<file path="config.mk">
export PLATFORM = sky130hd
export DESIGN_NAME = vt4_sum
export DESIGN_NICKNAME = d
export VERILOG_FILES = /design/src/hdl/vt4_pkg.sv /design/src/hdl/vt4_sum.sv
export SDC_FILE = /design/constraint.sdc
export NUM_CORES = 2
export LEC_CHECK = 0
export BUFFER_PORTS_ARGS = -buffer_cell sky130_fd_sc_hd__buf_4
export CORE_ASPECT_RATIO = 0.9
export CORE_MARGIN = 2
export CORE_UTILIZATION = 25
export CTS_BUF_LIST = sky130_fd_sc_hd__clkbuf_4 sky130_fd_sc_hd__clkbuf_8 sky130_fd_sc_hd__clkbuf_16
export DETAILED_ROUTE_END_ITERATION = 12
export SLEW_MARGIN = 20
export SYNTH_ARGS = -nofsm -noshare
export SYNTH_HDL_FRONTEND = slang
export SYNTH_SLANG_ARGS = --single-unit
</file>
<file path="constraint.sdc">
create_clock -name clk -period 15.1 [get_ports clk]
set_input_delay 1.51 -clock clk [delete_from_list [all_inputs] [get_ports clk]]
set_output_delay 1.51 -clock clk [all_outputs]
set_load 0.01 [all_outputs]
</file>
<file path="src/hdl/vt4_pkg.sv">
package vt4_pkg;

  localparam int unsigned DIM      = 4;
  localparam int unsigned COORD_W  = 32;
  localparam int unsigned FRAC_W   = 16;
  localparam int unsigned PROD_W   = 2 * COORD_W;
  localparam int unsigned PAIR_W   = PROD_W + 1;
  localparam int unsigned ROW_W    = PROD_W + 2;
  localparam int unsigned NUM_REGS = 8;
  localparam int unsigned REG_W    = 2 * COORD_W;
  localparam int unsigned CFG_IDX_W = 4;

  // Configuration register indexes
  localparam logic [CFG_IDX_W-1:0] REG_ROW0_COLS01 = 4'd0;
  localparam logic [CFG_IDX_W-1:0] REG_ROW0_COLS23 = 4'd1;
  localparam logic [CFG_IDX_W-1:0] REG_ROW1_COLS01 = 4'd2;
  localparam logic [CFG_IDX_W-1:0] REG_ROW1_COLS23 = 4'd3;
  localparam logic [CFG_IDX_W-1:0] REG_ROW2_COLS01 = 4'd4;
  localparam logic [CFG_IDX_W-1:0] REG_ROW2_COLS23 = 4'd5;
  localparam logic [CFG_IDX_W-1:0] REG_ROW3_COLS01 = 4'd6;
  localparam logic [CFG_IDX_W-1:0] REG_ROW3_COLS23 = 4'd7;

  typedef logic signed [COORD_W-1:0] coord_t;
  typedef coord_t [DIM-1:0]          vec_t;
  typedef vec_t   [DIM-1:0]          mat_t;

  typedef logic signed [PROD_W-1:0]  prod_t;
  typedef prod_t  [DIM-1:0]          prod_row_t;
  typedef prod_row_t [DIM-1:0]       prod_mat_t;

  typedef logic signed [PAIR_W-1:0]  pair_t;
  typedef pair_t  [1:0]              pair_row_t;
  typedef pair_row_t [DIM-1:0]       pair_mat_t;

  typedef logic signed [ROW_W-1:0]   row_sum_t;
  typedef row_sum_t [DIM-1:0]        row_vec_t;

  typedef logic [REG_W-1:0]          cfg_word_t;
  typedef cfg_word_t [NUM_REGS-1:0]  cfg_bank_t;

  // Identity matrix after reset (index 7 first)
  localparam cfg_bank_t CFG_RESET = {
    64'h0001_0000_0000_0000, 64'h0,
    64'h0000_0000_0001_0000, 64'h0,
    64'h0,                   64'h0001_0000_0000_0000,
    64'h0,                   64'h0000_0000_0001_0000
  };

endpackage

</file>
<file path="src/hdl/vt4_sum.sv">
module vt4_sum (
  input  logic               clk,
  input  logic               rst_n,
  input  logic               valid_i,
  output logic               ready_o,
  input  vt4_pkg::prod_mat_t prod_i,
  output logic               valid_o,
  input  logic               ready_i,
  output vt4_pkg::row_vec_t  sum_o
);

  logic               pair_vld_r;
  vt4_pkg::pair_mat_t pair_r;
  logic               row_vld_r;
  vt4_pkg::row_vec_t  row_r;
  logic               adv_pair;
  logic               adv_row;

  assign adv_row  = !row_vld_r || ready_i;
  assign adv_pair = !pair_vld_r || adv_row;
  assign ready_o  = adv_pair;
  assign valid_o  = row_vld_r;
  assign sum_o    = row_r;

  always_ff @(posedge clk) begin
    if (!rst_n) begin
      pair_vld_r <= 1'b0;
      row_vld_r  <= 1'b0;
    end else begin
      if (adv_pair) begin
        pair_vld_r <= valid_i;
      end
      if (adv_row) begin
        row_vld_r <= pair_vld_r;
      end
    end
  end

  // First level: columns 0+1 and 2+3
  always_ff @(posedge clk) begin
    if (adv_pair && valid_i) begin
      for (int r = 0; r < vt4_pkg::DIM; r++) begin
        for (int h = 0; h < 2; h++) begin
          pair_r[r][h] <= {prod_i[r][2*h][vt4_pkg::PROD_W-1], prod_i[r][2*h]}
                        + {prod_i[r][2*h+1][vt4_pkg::PROD_W-1], prod_i[r][2*h+1]};
        end
      end
    end
  end

  // Second level: full row sum, exact
  always_ff @(posedge clk) begin
    if (adv_row && pair_vld_r) begin
      for (int r = 0; r < vt4_pkg::DIM; r++) begin
        row_r[r] <= {pair_r[r][0][vt4_pkg::PAIR_W-1], pair_r[r][0]}
                  + {pair_r[r][1][vt4_pkg::PAIR_W-1], pair_r[r][1]};
      end
    end
  end

endmodule

</file>
==> metrics.yaml <==
placement:
  placed_cells: 11500
  gp_congestion: 1.00
  numPortBuffers: 1293
  dp_hpwl_um: 266000
  dpl_cell_area_mm2: 0.0793
timing:
  finalSetupViolations: 0
  final.setup.tns_ns: 0
  timing.slew.headroom: 0.267
  final.min_clock_period_ns: 5.40
  fin_hold_ws_ns: 0.533
  finalClockSkew_ns: 0.0357
  period_share: 0.357
  rsz0062_at_grt: "false"
  max_freq_ghz: 0.185
  hold_violations: 0
  final_max_slew_viol_count: 0
  worstMarginPinSlew_ns: 1.09
critical_path:
  cp_cell_sequence: "buf_4 -> ha_1 -> fa_1 -> a211oi_1 -> o21ai_0 -> a311o_1 -> a32oi_1 -> o2111ai_1 -> a41oi_2 -> o21bai_1 -> a21oi_1 -> o21a_1 -> o21ai_0 -> xor2_1"
  cp_slowest_cell: "a32oi_1"
  reg2reg_to: "sum_o[59]"
  critPathRequiredTime_ns: 15.56
  crit_top_cell: "o21ai_0"
  crit_start: "prod_i[384]"
  start_kind: "input port"
  crit_end: "pair_r[255]"
  max_stage_delay_ns: 0.70
  cp_top_family: "compound AO/OA/AOI/OAI gates"
  critPathKind: "in -> reg"
  rrSetupSlack_ns: 9.96
  critPathMaxFanout: 4
  arrival_ns: 5.86
  rr_worst_depth: 12
  cp.depth: 14
  crit_path_end_kind: "flop"
  path_buf_inv: 1
  worstReg2RegStart: "pair_r[2]"
logic_synthesis:
  async_flop_share: 0
  syn_area_mm2: 0.0660
  synth_cell_types: 104
  synth_ff_type: "edfxtp_1"
  synth_seq_cells: 786
  synth_enable_flop_cells: 784
  yosysWarnings: 0
  yosysSeqAreaShare: 0.357
  syn_nets: 8762
  avgSynthCellArea_um2: 9.50
  synthCells: 6950
clock_tree:
  numCtsBuffers: 100
  ctsResizeCount: 0
  clockBufferDepth: 3
  clockRootBuffer: "clkbuf_16"
  clock_latency_ns: 0.76
  h-tree-depth: 3
  cts_tree: "yes"
  cts_sinks: 786
  postCtsSetupBuffers: 0
  cts-hold-fix-buffers: 0
  clkSlewWorstSetupHoldPaths_ns: 0.06
layout:
  final_common_cell: "buf_4"
  multi_input_area_mm2: 0.0407
  final_cells: 11700
  synthToLayoutAreaGrowth_pct: 25.6
  fillers: 27300
  drive_gt1_frac: 0.191
  fin_nets: 9935
  seqCellArea_mm2: 0.0236
  final_cell_mix: "1305 x buf_4, 827 x a21oi_1, 784 x edfxtp_1"
  stdcell_area_mm2: 0.0829
route:
  routed_via_density: 5.24
  wl_um: 308000
  vias: 61500
  wl_per_cell_um: 26.2
  drt-initial-drc-count: 4776
  ant_nets: 0
  drc_errors: 0
  first_pass_iters: 6
floorplanning:
  die_h_um: 491
  rows: 178
  core_area_mm2: 0.262
  fp.dieW_um: 546
  dieArea_mm2: 0.268
  pin_count: 1294
  initial_core_util: 0.252
power:
  p_per_area_mw_per_mm2: 119
  p_leak_nw: 35.3
  vdd_drop_max_mv: 0.0988
global_route:
  grt_use_total: 0.220
  antenna_found_initial: 62
  grt_pass1_wl_um: 430000
  gr-total-overflow: 0
  grt_max_degree: 140
  grt_pass1_vias: 59800
job:
  cap_violations: 0
outcome:
  status: "finished, final reports clean"
worst_hold_path:
  hp-class: "reg -> reg"
[worst min path at each step]
stage | end | slack (ns) | start | cells after the start
2_1_floorplan | valid_o | 0.48 | pair_vld_r | 1
3_3_place_gp | valid_o | 0.51 | pair_vld_r | 1
3_5_place_dp | valid_o | 0.51 | pair_vld_r | 1
4_1_cts | valid_o | 0.54 | pair_vld_r | 1
5_1_grt | sum_o[0] | 0.57 | pair_r[0] | 1
6_report | valid_o | 0.53 | pair_vld_r | 1
[cells by family (layout without fill, tap and decap cells)]
family | count (synthesis) | after routing | synth area share
AOI/OAI and AO/OA | 2518 | 2518 | 0.246
xor gates and xnor gates | 732 | 732 | 0.0971
adders and majority gates | 784 | 784 | 0.150
buffers and inverters | 448 | 1705 | 0.0257
DFF | 786 | 786 | 0.357
muxes | 4 | 4 | 0.000644
other | 0 | 26 | 0
and+or+nand+nor | 1678 | 1678 | 0.123
[power by group]
group | leakage [nW] | switching (W) | internal [W]
Sequential | 7.57 | 0.000219 | 0.00296
Clock | 1.70 | 0.00106 | 0.00151
Combinational | 26.0 | 0.00251 | 0.00163
[sequential cells by signal (all words and copies together), names as in the netlist]
| signal | flops |
|---|---|
| pair_r | 520 |
| valid_o | 1 |
| sum_o | 264 |
| pair_vld_r | 1 |
[per-layer routing]
metal	GRT usage	part of all wire	up-vias
met3	0.0498	0.074	382
met1	0.286	0.43	29800
met5	0	0.00085	-
met2	0.363	0.46	2526
li1	-	-	28800
met4	0.0593	0.030	38
[final cells by class]
type | instances | share of cell area
multi-input combinational | 5716 | 0.491
sequential | 786 | 0.284
timing repair buffer | 1307 | 0.119
tap | 3510 | 0.0530
clock buffer | 115 | 0.0317
clock inverter | 71 | 0.0107
inverter | 212 | 0.00959
antenna | 26 | 0.000784
[metrics by stage]
stage                     setup WS (ns)  utilization  total power, W
after detailed placement           8.98        0.303         0.00733
final                              9.70        0.317         0.00989
after global routing               9.53        0.317          0.0104
after global placement             8.94        0.303         0.00731
after CTS                          9.78        0.316         0.00995
after floorplan                   0.643            -         0.00569
[cell usage after synthesis, types with 69 or more instances]
cell	n	area, µm²
ha_1	772	9660
clkbuf_1	226	848
nand2b_1	83	519
nand3_1	131	656
xor2_1	257	2250
nand2_1	519	1950
a31oi_1	99	619
inv_1	212	796
nor2b_1	90	563
o21ai_0	402	2010
a21o_1	449	3370
a211oi_1	69	518
o21a_1	96	721
xnor2_1	475	4160
edfxtp_1	784	23500
a21oi_1	827	4140
nand4_1	168	1050
o21bai_1	150	1130
nor3_1	87	435
nor2_1	373	1400
(Power assumes the default switching activity.)
