===== src/hdl/vt4_pkg.sv =====
package vt4_pkg;

  localparam int unsigned DIM      = 4;
  localparam int unsigned COORD_W  = 32;
  localparam int unsigned FRAC_W   = 16;
  localparam int unsigned PROD_W   = 2 * COORD_W;
  localparam int unsigned PAIR_W   = PROD_W + 1;
  localparam int unsigned ROW_W    = PROD_W + 2;
  localparam int unsigned NUM_REGS = 8;
  localparam int unsigned REG_W    = 2 * COORD_W;
  localparam int unsigned CFG_IDX_W = 4;

  // Configuration register indexes
  localparam logic [CFG_IDX_W-1:0] REG_ROW0_COLS01 = 4'd0;
  localparam logic [CFG_IDX_W-1:0] REG_ROW0_COLS23 = 4'd1;
  localparam logic [CFG_IDX_W-1:0] REG_ROW1_COLS01 = 4'd2;
  localparam logic [CFG_IDX_W-1:0] REG_ROW1_COLS23 = 4'd3;
  localparam logic [CFG_IDX_W-1:0] REG_ROW2_COLS01 = 4'd4;
  localparam logic [CFG_IDX_W-1:0] REG_ROW2_COLS23 = 4'd5;
  localparam logic [CFG_IDX_W-1:0] REG_ROW3_COLS01 = 4'd6;
  localparam logic [CFG_IDX_W-1:0] REG_ROW3_COLS23 = 4'd7;

  typedef logic signed [COORD_W-1:0] coord_t;
  typedef coord_t [DIM-1:0]          vec_t;
  typedef vec_t   [DIM-1:0]          mat_t;

  typedef logic signed [PROD_W-1:0]  prod_t;
  typedef prod_t  [DIM-1:0]          prod_row_t;
  typedef prod_row_t [DIM-1:0]       prod_mat_t;

  typedef logic signed [PAIR_W-1:0]  pair_t;
  typedef pair_t  [1:0]              pair_row_t;
  typedef pair_row_t [DIM-1:0]       pair_mat_t;

  typedef logic signed [ROW_W-1:0]   row_sum_t;
  typedef row_sum_t [DIM-1:0]        row_vec_t;

  typedef logic [REG_W-1:0]          cfg_word_t;
  typedef cfg_word_t [NUM_REGS-1:0]  cfg_bank_t;

  // Identity matrix after reset (index 7 first)
  localparam cfg_bank_t CFG_RESET = {
    64'h0001_0000_0000_0000, 64'h0,
    64'h0000_0000_0001_0000, 64'h0,
    64'h0,                   64'h0001_0000_0000_0000,
    64'h0,                   64'h0000_0000_0001_0000
  };

endpackage


===== src/hdl/vt4_sat.sv =====
module vt4_sat (
  input  logic              clk,
  input  logic              rst_n,
  input  logic              valid_i,
  output logic              ready_o,
  input  vt4_pkg::row_vec_t sum_i,
  output logic              valid_o,
  input  logic              ready_i,
  output vt4_pkg::vec_t     coord_o,
  output logic              clipped_o
);

  localparam int unsigned Q_W = vt4_pkg::ROW_W - vt4_pkg::FRAC_W;
  localparam int unsigned TOP_W = Q_W - vt4_pkg::COORD_W + 1;

  logic               vld_r;
  vt4_pkg::vec_t      coord_r;
  logic               clip_r;
  vt4_pkg::vec_t      coord_nxt;
  logic [vt4_pkg::DIM-1:0] ovf;
  logic               adv;

  assign adv       = !vld_r || ready_i;
  assign ready_o   = adv;
  assign valid_o   = vld_r;
  assign coord_o   = coord_r;
  assign clipped_o = clip_r;

  // Drop the fraction (floor), then clamp to 32-bit signed
  always_comb begin
    logic [Q_W-1:0]   q;
    logic [TOP_W-1:0] top;
    for (int r = 0; r < vt4_pkg::DIM; r++) begin
      q   = sum_i[r][vt4_pkg::ROW_W-1:vt4_pkg::FRAC_W];
      top = q[Q_W-1:vt4_pkg::COORD_W-1];
      ovf[r] = !((top == '0) || (top == '1));
      if (!ovf[r]) begin
        coord_nxt[r] = vt4_pkg::coord_t'(q[vt4_pkg::COORD_W-1:0]);
      end else if (q[Q_W-1]) begin
        coord_nxt[r] = {1'b1, {(vt4_pkg::COORD_W-1){1'b0}}};
      end else begin
        coord_nxt[r] = {1'b0, {(vt4_pkg::COORD_W-1){1'b1}}};
      end
    end
  end

  always_ff @(posedge clk) begin
    if (!rst_n) begin
      vld_r <= 1'b0;
    end else if (adv) begin
      vld_r <= valid_i;
    end
  end

  always_ff @(posedge clk) begin
    if (adv && valid_i) begin
      coord_r <= coord_nxt;
      clip_r  <= |ovf;
    end
  end

endmodule


===== config.mk =====
export PLATFORM = sky130hd
export DESIGN_NAME = vt4_sat
export DESIGN_NICKNAME = d
export VERILOG_FILES = /design/src/hdl/vt4_pkg.sv /design/src/hdl/vt4_sat.sv
export SDC_FILE = /design/constraint.sdc
export NUM_CORES = 1
export LEC_CHECK = 0
export BUFFER_PORTS_ARGS = -buffer_cell sky130_fd_sc_hd__buf_2
export CAP_MARGIN = 20
export CORE_AREA = 2 2 153 155
export CTS_BUF_LIST = sky130_fd_sc_hd__clkbuf_8
export CTS_CLUSTER_SIZE = 20
export DETAILED_ROUTE_END_ITERATION = 10
export DIE_AREA = 0 0 155 157
export PLACE_DENSITY = 0.56
export SLEW_MARGIN = 40
export SYNTH_ARGS = -nofsm -noshare
export SYNTH_HDL_FRONTEND = slang
export SYNTH_SLANG_ARGS = --single-unit

===== constraint.sdc =====
create_clock -name clk -period 7.7 [get_ports clk]
set_input_delay 1.54 -clock clk [delete_from_list [all_inputs] [get_ports clk]]
set_output_delay 1.54 -clock clk [all_outputs]
set_load 0.02 [all_outputs]

==> out/qor.csv, run 1 <==
metric,value,unit
outcome,completed,
Antenna Nets Post-Route,0,
post-cts sizing count,0,
capturing element type of the critical path,output port,
"CTS clk-pin slew, worst paths",0.07,ns
Die Outline Area,24300,µm²
total number of placement rows,55,
average cell area after synthesis,16.4,µm²
total via count in the routed design,4285,
Root Driver,clkbuf_8,
number of setup violations in the final report,0,
layout cell share with drive strength beyond 1,67.7,%
number of vias per cell,4.40,
area of the core region,22500,µm²
cell count after synthesis,345,
sequential fraction of the synthesis area,69.0,%
"flops & latches, synth",130,
number of buffers created by CTS,17,
Post-CTS Setup Inserts,0,
post-synthesis to final-layout area growth,39.3,%
number of global-route vias before repair,4396,
skew final,0.0112,ns
overall global routing resource usage,12.5,%
Die Ht,157,µm
WP data arrival,1.97,ns
kind of critical path,input port to output port,
Leakage,3.66,nW
detailed-route DRC error count,0,
Max Buffers Root-to-Sink,2,
routed len/inst,15.9,µm
setup repair after global routing missed its margin,no,
maximum vdd drop,0.0844,mV
Horiz. Die Dim,155,µm
count of buffers inserted at the top-level ports,334,
maximum number of pins on one net before global-route repair,62,
Final #Nets,945,
Fin Hold WS,0.583,ns
first-pass GRT wire length,23100,µm
path class of the lowest-slack min-delay path,register to register,
Clock Sink Count,130,
number of buffers inserted for hold repair after clock tree synthesis,0,
final critical-path required period,3.51,ns
max_slew headroom,46.2,%
post-route clock period utilization,45.6,%
Post-Synthesis Cell Area,5640,µm²
worst-skew pair later-pin latency,0.43,ns
final hold violation count,0,
violation count after the first detailed-routing iteration,191,
wire length after detailed routing,15500,µm
count of different cell masters after synthesis,21,
slew at the pin closest to its max-slew limit,0.807,ns
initial antenna violation count,1,
number of levels the H-tree was split into,4,
Initial Util,25.1,%
num ports,399,
Synthesized Nets,613,
highest clock rate,285,MHz
setup total negative slack,0,ns
startpoint types,input port,
power density relative to cell area,205,nW/µm²
CP required,6.16,ns
CTS tree,built,
reported max-cap violation count,0,
sum of net half-perimeters after detailed placement,11100,µm
final global-route overflow total,0,
last weighted congestion value of the routability-driven placer,0.713,
count of final max-slew check failures,0,
highest net fanout along the worst path,3,
number of warnings issued by yosys,0,
number of search-and-repair iterations in the first detailed-routing pass,4,
## placed cells by master (no fill, tap or decap), types with 2 or more instances in the layout
cell type     n
a21o_1       39
a21o_2       85
a311oi_4      3
a31o_2        3
and3_1        3
buf_2       334
buf_4         6
bufinv_16     2
clkbuf_8     17
clkinv_2      5
clkinvlp_4    4
edfxtp_1    129
inv_1         2
nand4_1      21
nor2_1        6
nor4_1       17
nor4_2        4
## cells by family (layout without fill, tap and decap cells)
family,after synthesis,in the layout,synth area share [%]
other,0,1,0
DFF,130,130,69.0
buffers and inverters,29,372,4.90
AOI/OAI and AO/OA,132,132,20.0
and+or+nand+nor,54,54,6.12
## final cells by class
class	count	area (µm²)
fill	2210	14600
sequential	130	3890
timing repair buffer	341	1740
multi-input combinational	186	1510
tap	285	357
clock buffer	17	234
clock inverter	13	123
inverter	1	3.75
antenna	1	2.50
## cell usage after synthesis
master / number / area share, %
edfxtp_1: 129 / 69
a21o_2: 85 / 13
a21o_1: 39 / 5.2
nand4_1: 21 / 2.3
buf_6: 18 / 3.6
nor4_1: 17 / 1.9
nor2_1: 7 / 0.47
nor4_2: 4 / 0.89
a311oi_2: 3 / 0.80
a31o_2: 3 / 0.47
and3_1: 3 / 0.33
buf_4: 3 / 0.40
dlygate4sd3_1: 3 / 0.53
buf_2: 2 / 0.18
clkbuf_1: 2 / 0.13
a21boi_0: 1 / 0.13
a41o_1: 1 / 0.18
and2_1: 1 / 0.11
dfxtp_1: 1 / 0.35
inv_1: 1 / 0.066
nand2b_1: 1 / 0.11
## power breakdown
group	internal, mW	switching (mW)	total, mW
Clock	0.278	0.275	0.553
Sequential	0.827	0.00906	0.836
Combinational	0.0917	0.128	0.219
Total	1.20	0.412	1.61
## flip-flops by register name (all words and copies together) (netlist names)
register / flops
valid_o: 1
clipped_o: 1
coord_o: 128
## routing by layer
metal / vias to the layer above / global-route usage (%) / share of wire (%)
met3: 7 / 5.53 / 9.3
met5: - / 0 / 0
li1: 2046 / - / -
met2: 209 / 21.5 / 51
met1: 2023 / 13.9 / 39
met4: 0 / 3.70 / 0.69
## path summary, 6_finish.rpt
check	startpoint	endpoint	slack, ns	cells past startpoint
setup / recovery	ready_i	ready_o	4.19	3
hold reg to reg	valid_o	valid_o	0.58	2
hold / removal	valid_o	valid_o	0.58	2
setup reg to reg	valid_o	coord_o[113]	5.68	3
## critical path: stages
cell and delay (ns):
buf_2 0.09, nand2b_1 0.17, buf_2 0.17
## stage by stage
step | setup WS, ns | cell area (µm²) | utilization [%] | cells | total power, mW
global route | 4.17 | 7860 | 34.9 | 973 | 1.69
floorplan | 2.40 | 5640 | - | 345 | 0.969
CTS | 4.18 | 7860 | 34.9 | 973 | 1.64
global placement | 3.89 | 7480 | 33.2 | 942 | 1.07
detailed placement | 4.10 | 7500 | 33.3 | 943 | 1.07
finish | 4.19 | 7860 | 34.9 | 974 | 1.61
No activity file was read; power rests on OpenSTA's default activity.
==> run 2, diff against run 1 <==
PLACE_DENSITY = 0.58   (was 0.56)
clock period = 2.9 ns   (was 7.7 ns; I/O delays follow)
==> out/qor.csv, run 2 (synthesis results as in run 1) <==
metric,value,unit,change
number of buffers inserted for hold repair after clock tree synthesis,0,,unchanged
critical register-to-register path endpoint,coord_o[57],,
initial antenna violation count,3,,+2
setup total negative slack,0,ns,unchanged
overall global routing resource usage,12.7,%,+0.17 points
layout cell share with drive strength beyond 1,67.9,%,+0.13 points
Comb power frac,13.6,%,about the same
minimum setup slack after placement,0.415,ns,-3.68 ns
"setup slack, reg-to-reg",1.36,ns,-4.32 ns
number of global-route vias before repair,4452,,+1.3%
path class of the lowest-slack min-delay path,input port to register,,
proportion of total power due to net switching,25.6,%,about the same
Leakage,3.71,nW,+1.3%
wire length after detailed routing,15700,µm,+1.7%
Horiz. Die Dim,155,µm,unchanged
CTS tree,built,,
Clock Sink Count,130,,unchanged
startpoint types,input port,,
Final Instance Area,7930,µm²,+0.83%
maximum vdd drop,0.210,mV,+150%
final hold violation count,0,,unchanged
slew at the pin closest to its max-slew limit,0.770,ns,-0.0366 ns
placed instance count,951,,+0.85%
count of buffers inserted at the top-level ports,334,,unchanged
final worst slack,0.884,ns,-3.31 ns
number of setup violations in the final report,0,,unchanged
post-synthesis to final-layout area growth,40.5,%,
kind of critical path,input port to register,,
sequence of cells on the critical path,"buf_2, nor4_1, nand4_1, nor4_2, a31o_2, buf_4, a21o_2",,
Final #Nets,953,,+0.85%
maximum number of pins on one net before global-route repair,84,,+35%
final global-route overflow total,0,,unchanged
overall power,4.27,mW,+170%
detailed-route DRC error count,0,,unchanged
num ports,399,,unchanged
hold path endpoint,valid_o,,
clock share of power,34.4,%,about the same
Placed Instance Area,7560,µm²,+0.80%
CP required,3.20,ns,-2.96 ns
violation count after the first detailed-routing iteration,217,,+14%
register share of total power,51.9,%,about the same
max_slew headroom,48.7,%,+2.4 points
WP data arrival,2.31,ns,+0.34 ns
outcome,completed,,
"top library cells by usage in the layout, fill and taps aside","buf_2, edfxtp_1, a21o_2, a21o_1, nand4_1",,
final critical-path required period,2.02,ns,
non-filler instance count after layout,984,,+1.0%
number of search-and-repair iterations in the first detailed-routing pass,4,,unchanged
Antenna Nets Post-Route,0,,unchanged
Max Buffers Root-to-Sink,2,,unchanged
worst-skew pair later-pin latency,0.42,ns,about the same
slowest stage cell on the critical path,a31o_2,,
"CTS clk-pin slew, worst paths",0.08,ns,about the same
most common library cell in the layout ignoring fill and taps,buf_2,,
final core utilization,35.2,%,+0.29 points
post-route clock period utilization,69.5,%,
number of buffers created by CTS,17,,unchanged
largest stage delay on the critical path,0.48,ns,+0.31 ns
cell internal power dissipation,3.18,mW,+170%
sum of net half-perimeters after detailed placement,11600,µm,+4.4%
power density relative to cell area,539,nW/µm²,+160%
Fin Hold WS,0.398,ns,-0.185 ns
highest clock rate,496,MHz,
count of final max-slew check failures,0,,unchanged
Die Ht,157,µm,unchanged
Largest register FFs,128,,unchanged
net load switching power,1.09,mW,+170%
capturing element type of the critical path,register,,
routed len/inst,16.0,µm,+0.63%
Min-Delay Path Depth,2,,unchanged
total number of placement rows,55,,unchanged
Root Driver,clkbuf_8,,
area of the core region,22500,µm²,unchanged
highest net fanout along the worst path,21,,+18
last weighted congestion value of the routability-driven placer,0.728,,+2.1%
total via count in the routed design,4356,,+1.7%
first-pass GRT wire length,23600,µm,+2.0%
Initial Util,25.1,%,unchanged
number of levels the H-tree was split into,4,,unchanged
number of vias per cell,4.43,,+0.62%
depth of the worst register-to-register path,3,,unchanged
reported max-cap violation count,0,,unchanged
setup repair after global routing missed its margin,no,,
Hold Path Origin,rst_n,,
r2r startpoint,valid_o,,
skew final,0.0131,ns,+0.00194 ns
Post-CTS Setup Inserts,0,,unchanged
post-cts sizing count,0,,unchanged
Die Outline Area,24300,µm²,unchanged
## run 2: cell types whose count changed in the layout (fill, tap and decap cells not counted)
cell      delta
buf_4        +8
clkinv_1     +1
clkinv_2     -1
diode_2      +1
inv_1        +1
## run 2: layer usage
layer | GRT usage [%] | share of wire (%) | vias up | wire, µm
met4 | 3.88 | 1.1 | 2 | 167
li1 | - | - | 2067 | -
met1 | 13.4 | 38 | 2075 | 5950
met5 | 0 | 0.083 | - | 13
met3 | 5.73 | 9.7 | 10 | 1530
met2 | 22.6 | 51 | 202 | 8050
## run 2: how the worst max path moves through the flow
stage	from	end	cells past startpoint
after detailed placement	sum_i[263]	coord_o[121]	7
after global placement	sum_i[263]	coord_o[102]	7
final	sum_i[263]	coord_o[121]	7
after floorplan	ready_i	clipped_o	2
after global routing	sum_i[263]	coord_o[121]	7
after CTS	sum_i[263]	coord_o[121]	7
## run 2: power by group through the flow
stage	sequential, mW	combinational, mW	clock [mW]
3_3_place_gp	2.26	0.585	0
4_1_cts	2.22	0.593	1.55
3_5_place_dp	2.26	0.591	0
5_1_grt	2.23	0.631	1.60
2_1_floorplan	2.41	0.158	0
6_report	2.22	0.582	1.47
## run 2: final cells by class
class                           count  area [µm²]
Multi-Input combinational cell    186        1510
Fill cell                        2281       14600
Tap cell                          285         357
Antenna cell                        2        5.00
Sequential cell                   130        3890
Clock buffer                       17         234
Clock inverter                     14         125
Timing Repair Buffer              349        1800
Inverter                            1        3.75
## run 2: worst max-delay path, delay by kind of cell
| kind | cells | cell delay (ns) |
|---|---|---|
| AND/OR/NAND/NOR | 3 | 0.74 |
| AO/OA/AOI/OAI | 2 | 0.61 |
| buffers and inverters | 2 | 0.38 |
==> run 3, diff against run 2 <==
clock period = 1.83 ns   (was 2.9 ns; I/O delays follow)
==> out/qor.csv, run 3 (synthesis results as in run 1) <==
metric,value,unit,change
hold path endpoint,valid_o,,
Die Ht,157,µm,unchanged
number of buffers created by CTS,17,,unchanged
outcome,completed,,
placed instance count,981,,+3.2%
highest clock rate,648,MHz,
post-cts sizing count,0,,unchanged
capturing element type of the critical path,register,,
most common library cell in the layout ignoring fill and taps,buf_2,,
Final Instance Area,8380,µm²,+5.8%
final global-route overflow total,0,,unchanged
Antenna Nets Post-Route,0,,unchanged
initial antenna violation count,2,,-1
Horiz. Die Dim,155,µm,unchanged
skew final,0.0138,ns,+0.000657 ns
count of buffers inserted at the top-level ports,334,,unchanged
slew at the pin closest to its max-slew limit,0.417,ns,-0.353 ns
number of buffers inserted for hold repair after clock tree synthesis,0,,unchanged
depth of the worst register-to-register path,3,,unchanged
overall power,7.05,mW,+65%
Max Buffers Root-to-Sink,2,,unchanged
number of levels the H-tree was split into,4,,unchanged
power density relative to cell area,841,nW/µm²,+56%
startpoint types,input port,,
Post-CTS Setup Inserts,0,,unchanged
wire length after detailed routing,16000,µm,+1.5%
Largest register FFs,128,,unchanged
post-route clock period utilization,84.3,%,
num ports,399,,unchanged
non-filler instance count after layout,1013,,+2.9%
"CTS clk-pin slew, worst paths",0.07,ns,about the same
Placed Instance Area,7980,µm²,+5.6%
number of setup violations in the final report,0,,unchanged
"top library cells by usage in the layout, fill and taps aside","buf_2, edfxtp_1, a21o_2, a21o_1, buf_4",,
overall global routing resource usage,12.8,%,+0.14 points
final critical-path required period,1.54,ns,
count of inserted antenna diode cells,0,,-2
CTS tree,built,,
final worst slack,0.287,ns,-0.596 ns
"setup slack, reg-to-reg",0.50,ns,-0.86 ns
number of global-route vias before repair,4578,,+2.8%
setup total negative slack,0,ns,unchanged
count of final max-slew check failures,0,,unchanged
total via count in the routed design,4430,,+1.7%
Final #Nets,983,,+3.1%
total number of placement rows,55,,unchanged
layout cell share with drive strength beyond 1,69.6,%,+1.8 points
reported max-cap violation count,0,,unchanged
area of the core region,22500,µm²,unchanged
r2r startpoint,valid_o,,
maximum number of pins on one net before global-route repair,31,,-63%
highest net fanout along the worst path,13,,-38%
path class of the lowest-slack min-delay path,input port to register,,
detailed-route DRC error count,0,,unchanged
sum of net half-perimeters after detailed placement,12100,µm,+4.4%
kind of critical path,input port to register,,
last weighted congestion value of the routability-driven placer,0.753,,+3.5%
Root Driver,clkbuf_8,,
CP required,2.01,ns,-1.19 ns
final core utilization,37.3,%,+2.0 points
Initial Util,25.1,%,unchanged
maximum vdd drop,0.353,mV,+68%
final hold violation count,0,,unchanged
number of vias per cell,4.37,,-1.2%
Clock Sink Count,130,,unchanged
WP data arrival,1.73,ns,-0.58 ns
Fin Hold WS,0.182,ns,-0.216 ns
routed len/inst,15.7,µm,-1.4%
worst-skew pair later-pin latency,0.43,ns,about the same
Hold Path Origin,rst_n,,
first-pass GRT wire length,23700,µm,+0.82%
Leakage,3.95,nW,+6.5%
violation count after the first detailed-routing iteration,226,,+4.1%
Die Outline Area,24300,µm²,unchanged
setup repair after global routing missed its margin,no,,
Min-Delay Path Depth,2,,unchanged
post-synthesis to final-layout area growth,48.6,%,
minimum setup slack after placement,-0.179,ns,-0.594 ns
number of search-and-repair iterations in the first detailed-routing pass,6,,+2
critical register-to-register path endpoint,coord_o[126],,
max_slew headroom,72.2,%,+24 points
-- run 3: cell count changes in the layout (fill, tap and decap cells not counted), sizes merged --
cell      change
bufinv        +1
diode         -2
buf          +30
clkinv        +3
clkinvlp      -3
-- run 3: worst max-delay path by stage --
stage	from	to	slack, ns	depth (start not counted)
after global routing	sum_i[251]	coord_o[103]	0.22	8
after floorplan	ready_i	clipped_o	-0.06	2
after CTS	sum_i[123]	coord_o[44]	0.31	8
final	sum_i[123]	coord_o[44]	0.29	8
after global placement	sum_i[123]	coord_o[44]	-0.14	8
after detailed placement	sum_i[123]	coord_o[46]	-0.18	8
-- run 3: final cells by class --
cell class	count	area (µm²)
Fill cell	2248	14100
Sequential cell	130	3890
Inverter	1	3.75
Tap cell	285	357
Clock buffer	17	234
Timing Repair Buffer	379	2210
Multi-Input combinational cell	186	1520
Clock inverter	15	168
-- run 3: worst max-delay path, stage by stage --
cell,delay (ns)
buf_2,0.11
nor4_1,0.34
nand4_1,0.16
nor4_2,0.15
buf_4,0.16
a311oi_4,0.06
buf_12,0.19
a21o_2,0.18
-- run 3: layer usage --
layer | wire [µm] | track usage, %
met1 | 6430 | 14.4
met2 | 7850 | 22.0
met3 | 1430 | 5.45
met4 | 211 | 3.92
met5 | 26 | 0
-- run 3: where the power goes --
group          switching [mW]  internal [mW]  total, mW
clock network            1.18           1.34       2.52
logic                   0.555          0.456       1.01
registers              0.0398           3.48       3.52
